==> config.mk <==
export PLATFORM = sky130hd
export DESIGN_NAME = audio_state_classifier_core
export DESIGN_NICKNAME = d
export VERILOG_FILES = /design/src/hw/rtl/asc_pkg.sv /design/src/hw/rtl/audio_state_classifier_core.sv
export SDC_FILE = /design/constraint.sdc
export NUM_CORES = 1
export LEC_CHECK = 0
export CELL_PAD_IN_SITES_DETAIL_PLACEMENT = 0
export CELL_PAD_IN_SITES_GLOBAL_PLACEMENT = 2
export CORE_ASPECT_RATIO = 2
export CORE_UTILIZATION = 37
export CTS_BUF_LIST = sky130_fd_sc_hd__clkbuf_2
export CTS_CLUSTER_SIZE = 25
export DETAILED_ROUTE_END_ITERATION = 8
export DONT_BUFFER_PORTS = 1
export PLACE_DENSITY_LB_ADDON = 0.15
export SLEW_MARGIN = 10
export SYNTH_ARGS = -nofsm -noshare
export SYNTH_HDL_FRONTEND = slang
export SYNTH_SLANG_ARGS = --single-unit
export TNS_END_PERCENT = 1
==> constraint.sdc <==
create_clock -name clock -period 10.8 [get_ports clock]
set_input_delay 1.08 -clock clock [delete_from_list [all_inputs] [get_ports clock]]
set_output_delay 1.08 -clock clock [all_outputs]
set_load 0.005 [all_outputs]
==> src/hw/rtl/asc_pkg.sv <==
// types, register indexes and state codes of the audio state classifier
`timescale 1ns / 1ps

package asc_pkg;

   localparam int CSR_INDEX_WIDTH = 3;

   // register indexes on the csr port
   localparam logic [CSR_INDEX_WIDTH-1:0] REG_SILENCE_ENTER_TIME = 3'd0;
   localparam logic [CSR_INDEX_WIDTH-1:0] REG_SILENCE_EXIT_TIME  = 3'd1;
   localparam logic [CSR_INDEX_WIDTH-1:0] REG_TEMPO_ENTER_LEVEL  = 3'd2;
   localparam logic [CSR_INDEX_WIDTH-1:0] REG_BEAT_ENTER_LEVEL   = 3'd3;
   localparam logic [CSR_INDEX_WIDTH-1:0] REG_TEMPO_EXIT_LEVEL   = 3'd4;
   localparam logic [CSR_INDEX_WIDTH-1:0] REG_BEAT_EXIT_LEVEL    = 3'd5;
   localparam logic [CSR_INDEX_WIDTH-1:0] REG_HYSTERESIS_TIME    = 3'd6;
   localparam logic [CSR_INDEX_WIDTH-1:0] REG_MIN_DWELL_TIME     = 3'd7;

   // register reset values
   localparam logic [31:0] SILENCE_ENTER_TIME_RESET = 32'd1500;
   localparam logic [31:0] SILENCE_EXIT_TIME_RESET  = 32'd150;
   localparam logic [15:0] TEMPO_ENTER_LEVEL_RESET  = 16'd39322;
   localparam logic [15:0] BEAT_ENTER_LEVEL_RESET   = 16'd39322;
   localparam logic [15:0] TEMPO_EXIT_LEVEL_RESET   = 16'd26214;
   localparam logic [15:0] BEAT_EXIT_LEVEL_RESET    = 16'd26214;
   localparam logic [31:0] HYSTERESIS_TIME_RESET    = 32'd500;
   localparam logic [31:0] MIN_DWELL_TIME_RESET     = 32'd2000;

   // sound_state codes as seen on the result word
   localparam logic [1:0] SOUND_SILENCE = 2'd0;
   localparam logic [1:0] SOUND_DISORG  = 2'd1;
   localparam logic [1:0] SOUND_LOCKED  = 2'd2;

   typedef enum logic [2:0] {
      CLS_SILENCE = 3'b001,
      CLS_DISORG  = 3'b010,
      CLS_LOCKED  = 3'b100
   } class_state_type;

   typedef struct packed {
      logic [31:0] now_ms;
      logic        is_silent;
      logic [15:0] tempo_level;
      logic [15:0] beat_level;
   } asc_req_type;

   typedef struct packed {
      logic [1:0] sound_state;
      logic       state_changed;
   } asc_rsp_type;

   function automatic logic [1:0] sound_code(input class_state_type state);
      logic [1:0] code;
      unique case (state)
         CLS_SILENCE: code = SOUND_SILENCE;
         CLS_DISORG:  code = SOUND_DISORG;
         CLS_LOCKED:  code = SOUND_LOCKED;
         default:     code = SOUND_SILENCE;
      endcase
      return code;
   endfunction

endpackage

==> src/hw/rtl/audio_state_classifier_core.sv <==
// audio state classifier: sorts each audio tick into silence, disorganized or beat locked.
// One result word comes out for every request word, in order. A word is taken into an
// input register, classified in one pass of compare-and-subtract logic against the held
// run and state timestamps, and lands in a result register that drives rsp_valid. A new
// word can be taken every cycle; the only
// stall is back-pressure from rsp_ready. All times are 32-bit millisecond stamps whose
// differences wrap modulo 2^32, and a stamp of zero in the held state means "unset".
// Silence is entered after silence_enter_time of continuous silence and left after
// silence_exit_time of sound; beat lock is entered when both confidences reach their
// enter levels and held while both stay at or above their exit levels. The reported
// state switches only once a differing candidate has persisted for hysteresis_time and
// the current state has lasted min_dwell_time. Registers may be written at any time
// the block is idle; csr_ready is always high.
`timescale 1ns / 1ps

module audio_state_classifier_core
   import asc_pkg::*;
(
   input  logic                       clock,
   input  logic                       reset,
   input  logic                       req_valid,
   output logic                       req_ready,
   input  asc_req_type                req_data,
   output logic                       rsp_valid,
   input  logic                       rsp_ready,
   output asc_rsp_type                rsp_data,
   input  logic                       csr_valid,
   output logic                       csr_ready,
   input  logic [CSR_INDEX_WIDTH-1:0] csr_index,
   input  logic [31:0]                csr_wdata
);

   // configuration registers
   logic [31:0] silence_enter_time_ff;
   logic [31:0] silence_exit_time_ff;
   logic [15:0] tempo_enter_level_ff;
   logic [15:0] beat_enter_level_ff;
   logic [15:0] tempo_exit_level_ff;
   logic [15:0] beat_exit_level_ff;
   logic [31:0] hysteresis_time_ff;
   logic [31:0] min_dwell_time_ff;

   // input and result stages
   logic        in_valid_ff;
   asc_req_type in_word_ff;
   logic        out_valid_ff;
   asc_rsp_type out_word_ff;

   // classifier state
   class_state_type cur_state_ff;
   class_state_type cur_state_in;
   class_state_type cand_state_ff;
   class_state_type cand_state_in;
   logic [31:0]     cand_since_ff;
   logic [31:0]     cand_since_in;
   logic [31:0]     entered_at_ff;
   logic [31:0]     entered_at_in;
   logic [31:0]     silent_since_ff;
   logic [31:0]     silent_since_in;
   logic [31:0]     sound_since_ff;
   logic [31:0]     sound_since_in;

   logic            advance;
   logic            req_fire;
   logic [31:0]     now;
   logic            silent;
   logic [31:0]     sound_run_ms;
   logic [31:0]     silent_run_ms;
   logic            released;
   logic            silence_reached;
   logic            enter_lock;
   logic            hold_lock;
   class_state_type instant;
   logic            changed;

   // handshake: the input stage drains whenever the result stage is free or emptying
   assign advance   = in_valid_ff && (!out_valid_ff || rsp_ready);
   assign req_ready = !in_valid_ff || advance;
   assign req_fire  = req_valid && req_ready;
   assign rsp_valid = out_valid_ff;
   assign rsp_data  = out_word_ff;
   assign csr_ready = 1'b1;

   assign now    = in_word_ff.now_ms;
   assign silent = in_word_ff.is_silent;

   // levels pass at or above threshold
   assign enter_lock = (in_word_ff.tempo_level >= tempo_enter_level_ff) &&
                       (in_word_ff.beat_level >= beat_enter_level_ff);
   assign hold_lock  = (in_word_ff.tempo_level >= tempo_exit_level_ff) &&
                       (in_word_ff.beat_level >= beat_exit_level_ff);

   always_comb begin
      // unset entry stamp picks up this tick's time
      entered_at_in = (entered_at_ff == 32'd0) ? now : entered_at_ff;

      // run starts: the run in progress keeps its start, the other one is cleared
      if (silent) begin
         silent_since_in = (silent_since_ff == 32'd0) ? now : silent_since_ff;
         sound_since_in  = 32'd0;
      end else begin
         sound_since_in  = (sound_since_ff == 32'd0) ? now : sound_since_ff;
         silent_since_in = 32'd0;
      end

      sound_run_ms  = now - sound_since_in;
      silent_run_ms = now - silent_since_in;

      released        = !silent && (sound_since_in != 32'd0) &&
                        (sound_run_ms >= silence_exit_time_ff);
      silence_reached = silent && (silent_since_in != 32'd0) &&
                        (silent_run_ms >= silence_enter_time_ff);

      // instant state, highest priority first
      if (silence_reached) begin
         instant = CLS_SILENCE;
      end else if (cur_state_ff == CLS_SILENCE && !released) begin
         instant = CLS_SILENCE;
      end else if (!silent && enter_lock) begin
         instant = CLS_LOCKED;
      end else if (cur_state_ff == CLS_LOCKED && hold_lock) begin
         instant = CLS_LOCKED;
      end else if (cur_state_ff == CLS_SILENCE && silent) begin
         instant = CLS_SILENCE;
      end else begin
         instant = CLS_DISORG;
      end

      // candidate tracking and the hysteresis / dwell gate
      cur_state_in = cur_state_ff;
      if (instant != cur_state_ff) begin
         if (instant != cand_state_ff) begin
            cand_state_in = instant;
            cand_since_in = now;
         end else begin
            cand_state_in = cand_state_ff;
            cand_since_in = cand_since_ff;
         end
         if (((now - cand_since_in) >= hysteresis_time_ff) &&
             ((now - entered_at_in) >= min_dwell_time_ff)) begin
            cur_state_in = instant;
         end
      end else begin
         cand_state_in = cur_state_ff;
         cand_since_in = now;
      end

      changed = (cur_state_in != cur_state_ff);
      if (changed) begin
         entered_at_in = now;
      end
   end

   // pipeline control
   always_ff @(posedge clock) begin
      if (reset) begin
         in_valid_ff  <= 1'b0;
         out_valid_ff <= 1'b0;
      end else begin
         if (req_fire) begin
            in_valid_ff <= 1'b1;
         end else if (advance) begin
            in_valid_ff <= 1'b0;
         end
         if (advance) begin
            out_valid_ff <= 1'b1;
         end else if (rsp_ready) begin
            out_valid_ff <= 1'b0;
         end
      end
   end

   // payload stages, no reset needed
   always_ff @(posedge clock) begin
      if (req_fire) begin
         in_word_ff <= req_data;
      end
      if (advance) begin
         out_word_ff.sound_state   <= sound_code(cur_state_in);
         out_word_ff.state_changed <= changed;
      end
   end

   // classifier state moves only when a word passes through the logic
   always_ff @(posedge clock) begin
      if (reset) begin
         cur_state_ff    <= CLS_SILENCE;
         cand_state_ff   <= CLS_SILENCE;
         cand_since_ff   <= 32'd0;
         entered_at_ff   <= 32'd0;
         silent_since_ff <= 32'd0;
         sound_since_ff  <= 32'd0;
      end else if (advance) begin
         cur_state_ff    <= cur_state_in;
         cand_state_ff   <= cand_state_in;
         cand_since_ff   <= cand_since_in;
         entered_at_ff   <= entered_at_in;
         silent_since_ff <= silent_since_in;
         sound_since_ff  <= sound_since_in;
      end
   end

   // configuration writes, 16-bit levels keep the low half of the data
   always_ff @(posedge clock) begin
      if (reset) begin
         silence_enter_time_ff <= SILENCE_ENTER_TIME_RESET;
         silence_exit_time_ff  <= SILENCE_EXIT_TIME_RESET;
         tempo_enter_level_ff  <= TEMPO_ENTER_LEVEL_RESET;
         beat_enter_level_ff   <= BEAT_ENTER_LEVEL_RESET;
         tempo_exit_level_ff   <= TEMPO_EXIT_LEVEL_RESET;
         beat_exit_level_ff    <= BEAT_EXIT_LEVEL_RESET;
         hysteresis_time_ff    <= HYSTERESIS_TIME_RESET;
         min_dwell_time_ff     <= MIN_DWELL_TIME_RESET;
      end else if (csr_valid) begin
         unique case (csr_index)
            REG_SILENCE_ENTER_TIME: silence_enter_time_ff <= csr_wdata;
            REG_SILENCE_EXIT_TIME:  silence_exit_time_ff  <= csr_wdata;
            REG_TEMPO_ENTER_LEVEL:  tempo_enter_level_ff  <= csr_wdata[15:0];
            REG_BEAT_ENTER_LEVEL:   beat_enter_level_ff   <= csr_wdata[15:0];
            REG_TEMPO_EXIT_LEVEL:   tempo_exit_level_ff   <= csr_wdata[15:0];
            REG_BEAT_EXIT_LEVEL:    beat_exit_level_ff    <= csr_wdata[15:0];
            REG_HYSTERESIS_TIME:    hysteresis_time_ff    <= csr_wdata;
            REG_MIN_DWELL_TIME:     min_dwell_time_ff     <= csr_wdata;
            default:                min_dwell_time_ff     <= min_dwell_time_ff;
         endcase
      end
   end

endmodule

==> flow_metrics.env <==
export IMPL_dp_cells=4272
export IMPL_synth_top_area_share_pct=26.0
export IMPL_core_um2=67600
export IMPL_area_growth_syn_to_layout_pct=30.4
export IMPL_fin_nets=4122
export IMPL_cts_clk_slew_worst_paths_ps=130
export IMPL_layout_drive_gt1_share_pct=20.7
export IMPL_syn_area_um2=25200
export IMPL_synth_top_family_by_area="compound AO/OA/AOI/OAI gates"
export IMPL_num_rows=135
export IMPL_synthXorXnorAreaFrac_pct=3.99
export IMPL_ant_nets=0
export IMPL_seqCellArea_um2=8610
export IMPL_dr_pass1_iters=5
export IMPL_hpwlAfterDp_um=74200
export IMPL_synth_area_leaders="dfxtp_1 (26%), ha_1 (16%), edfxtp_1 (8.1%)"
export IMPL_critical_path_class="register to register"
export IMPL_synth_compound_area_share_pct=20.2
export IMPL_synth_edff_count=68
export IMPL_drc=0
export IMPL_worst_slew_margin_rel_pct=29.7
export IMPL_rsz0062_at_grt="yes"
export IMPL_post_synth_mux_area_share_pct=2.55
export IMPL_worstHoldStart="reset"
export IMPL_violations="setup timing"
export IMPL_globalplace_congestion=0.917
export IMPL_min_path_cells=4
export IMPL_portBuffers=0
export IMPL_grt_usage_pct=29.3
export IMPL_post_route_util_pct=48.7
export IMPL_cts_tree="done"
export IMPL_r2r_setup_slack_ps=-930
export IMPL_r2r_start="silent_since_ff[11]$_SDFFE_PP0P_"
export IMPL_start_util_pct=37.4
export IMPL_die_y_um=371
export IMPL_ys_flop_type="dfxtp_1"
export IMPL_cts_made_buffers=97
export IMPL_grt_max_degree=178
export IMPL_cellPowerDensity_nw_per_um2=292
export IMPL_cts_sinks=396
export IMPL_layout_setup_ws_ps=-925
export IMPL_ir_worst_vdd_mv=0.227
export IMPL_setup_violations=38
export IMPL_synth_commonest_cells="nand2_1 (407), a21oi_1 (396), dfxtp_1 (328)"
export IMPL_placed_area_um2=29300
export IMPL_antenna_found_initial=18
export IMPL_grt_pass1_wl_um=151000
export IMPL_multi_input_area_um2=15800
export IMPL_netlist_instances=3073
export IMPL_cpMostUsedCell="buf_4"
export IMPL_hold_path_class="input port to register"
export IMPL_yosys_cell_types_count=82
export IMPL_crit_slowest_cell="nor4_4"
export IMPL_crit_fanout=15
export IMPL_layout_cells_non_filler=4686
export IMPL_yosysMostFrequentCell="nand2_1"
export IMPL_synth_fp_nets=3499
export IMPL_async_flop_share_pct=0
export IMPL_fin_area_um2=32900
export IMPL_fin_crit_sh_pct=109
export IMPL_holdPathEnd="entered_at_ff[4]$_SDFFE_PP0P_"
export IMPL_num_fill_cells=6759
export IMPL_hold_viol=0
export IMPL_ys_seq_elements=396
export IMPL_finalCriticalPeriod_ps=11730
export IMPL_clk_path_buf_depth=3
export IMPL_yosys_area_top_type="dfxtp_1"
export IMPL_leakagePower_uw=0.0144
export IMPL_die_w_um=187
export IMPL_clock_latency_ps=1340
export IMPL_worstReg2RegEnd="entered_at_ff[18]$_SDFFE_PP0P_"
export IMPL_cp_end_kind="register"
export IMPL_htree_levels=3
export IMPL_viasPerCell=5.25
export IMPL_max_cap_violations=0
export IMPL_syn_area_per_cell_um2=8.21
export IMPL_grt_pass1_vias=25257
export IMPL_wire_per_inst_um=21.6
export IMPL_vias=24619
export IMPL_die_area_um2=69300
export IMPL_start_kind="register"
export IMPL_slew_viol_final=0
export IMPL_yosysWarnings=0
export IMPL_cts_root_buf="clkbuf_2"
export IMPL_worst_slew_pin_slew_ps=1050
export IMPL_fin_skew_ps=95.2
export IMPL_overflow=0
export IMPL_arrival_ps=12930
export IMPL_io_pins=111
export IMPL_slowest_delay_ps=470
export IMPL_status="finished, violations left"
export IMPL_ys_seq_area_share_pct=34.1
export IMPL_report_power_total_uw=9630
export IMPL_fmax_mhz=85.3
export IMPL_synth_fa_ha_area_share_pct=16.0
export IMPL_drt_iter0_markers=1086
export IMPL_routed_wl_um=101000
export IMPL_ff2ff_path_depth=61
export IMPL_synthSimpleGateAreaFrac_pct=17.4
export IMPL_setup_tns_ps=-31300
export IMPL_worstPathRequired_ps=12000
worst max-delay path: cells and delay by family, from the launching register on:
family	cells	cell delay, ps
xor gates and xnor gates	1	120
muxes	1	210
adders and majority gates	5	1240
DFF	1	350
buffers and inverters	10	1480
AOI/OAI and AO/OA	29	5290
and+or+nand+nor	15	2860
through the flow:
stage / setup slack [ps] / hold WS (ps)
final: -925 / 276
after detailed placement: -2010 / 442
after floorplan: 2.71 / 436
after global routing: -1650 / 151
after CTS: -837 / 34.7
after global placement: -1880 / 437
sequential cells by signal (all words and copies together), names as in the netlist, 32 cells and up:
| register | cells |
|---|---|
| cand_since_ff | 32 |
| entered_at_ff | 32 |
| hysteresis_time_ff | 32 |
| now | 32 |
| in_word_ff | 32 |
| silence_exit_time_ff | 32 |
| min_dwell_time_ff | 32 |
| sound_since_ff | 32 |
| silence_enter_time_ff | 32 |
| silent_since_ff | 32 |
what timing repair did:
action,in CTS,in global routing
cloned,3,0
hold endpoints to repair,390,0
hold buffers,170,0
pin swaps,81,39
resized for setup,105,19
endpoints found under the setup margin,38,38
buffers inserted,34,8
worst max-delay path by stage:
stage / start / end / slack [ps] / depth (start not counted)
2_1_floorplan: silent_since_ff[2]$_SDFFE_PP0P_ / entered_at_ff[10]$_SDFFE_PP0P_ / 3 / 59
3_3_place_gp: sound_since_ff[19]$_SDFFE_PP0P_ / entered_at_ff[6]$_SDFFE_PP0P_ / -1880 / 65
3_5_place_dp: sound_since_ff[19]$_SDFFE_PP0P_ / entered_at_ff[13]$_SDFFE_PP0P_ / -2010 / 65
4_1_cts: silent_since_ff[26]$_SDFFE_PP0P_ / entered_at_ff[18]$_SDFFE_PP0P_ / -840 / 64
5_1_grt: silent_since_ff[17]$_SDFFE_PP0P_ / entered_at_ff[18]$_SDFFE_PP0P_ / -1650 / 65
6_report: silent_since_ff[11]$_SDFFE_PP0P_ / entered_at_ff[18]$_SDFFE_PP0P_ / -930 / 61
where the power goes:
part / total (uW) / internal, uW / switching [uW]
Clock: 1170 / 468 / 703
Combinational: 6740 / 3240 / 3500
Sequential: 1720 / 1620 / 95.6
logic make-up after synthesis:
family | after synthesis
mux | 64
flops | 396
fa+ha+maj | 321
buf+inv | 371
xor+xnor | 115
simple gates | 977
other cells | 1
compound gates | 828
cell type report:
| type | count | area share, % |
|---|---|---|
| diodes | 17 | 0.129 |
| clock buffers | 134 | 2.04 |
| clock inverters | 48 | 1.04 |
| inverters | 234 | 2.67 |
| multi-input cells | 2307 | 47.9 |
| flip-flops and latches | 396 | 26.2 |
| well taps | 890 | 3.38 |
| repair buffers | 660 | 16.7 |
per-layer routing:
layer  GRT usage [%]  wire length [um]
met1            26.5             34100
met2            57.1             54700
met3            4.30              3520
met4            24.5              8990
met5               0                 0
layout by cell type (no fill, tap or decap), drive strengths merged, types with 23 or more instances in the layout:
cell type,netlist,routed
nor2,271,272
xor2,41,41
and2,38,38
nand3,26,26
buf,20,491
clkinv,0,41
nor2b,23,23
edfxtp,68,68
dlygate4sd3,0,169
clkbuf,117,134
xnor2,74,74
mux2i,62,62
a22o,33,33
inv,234,235
dfxtp,328,328
o211ai,55,55
a21oi,397,397
nor3,35,35
o21bai,24,24
ha,317,317
o21ai,116,116
nand2,407,407
or2,34,34
a21o,87,87
nand4,45,45
nor4,38,38
Power figures use the tool's default switching activity.
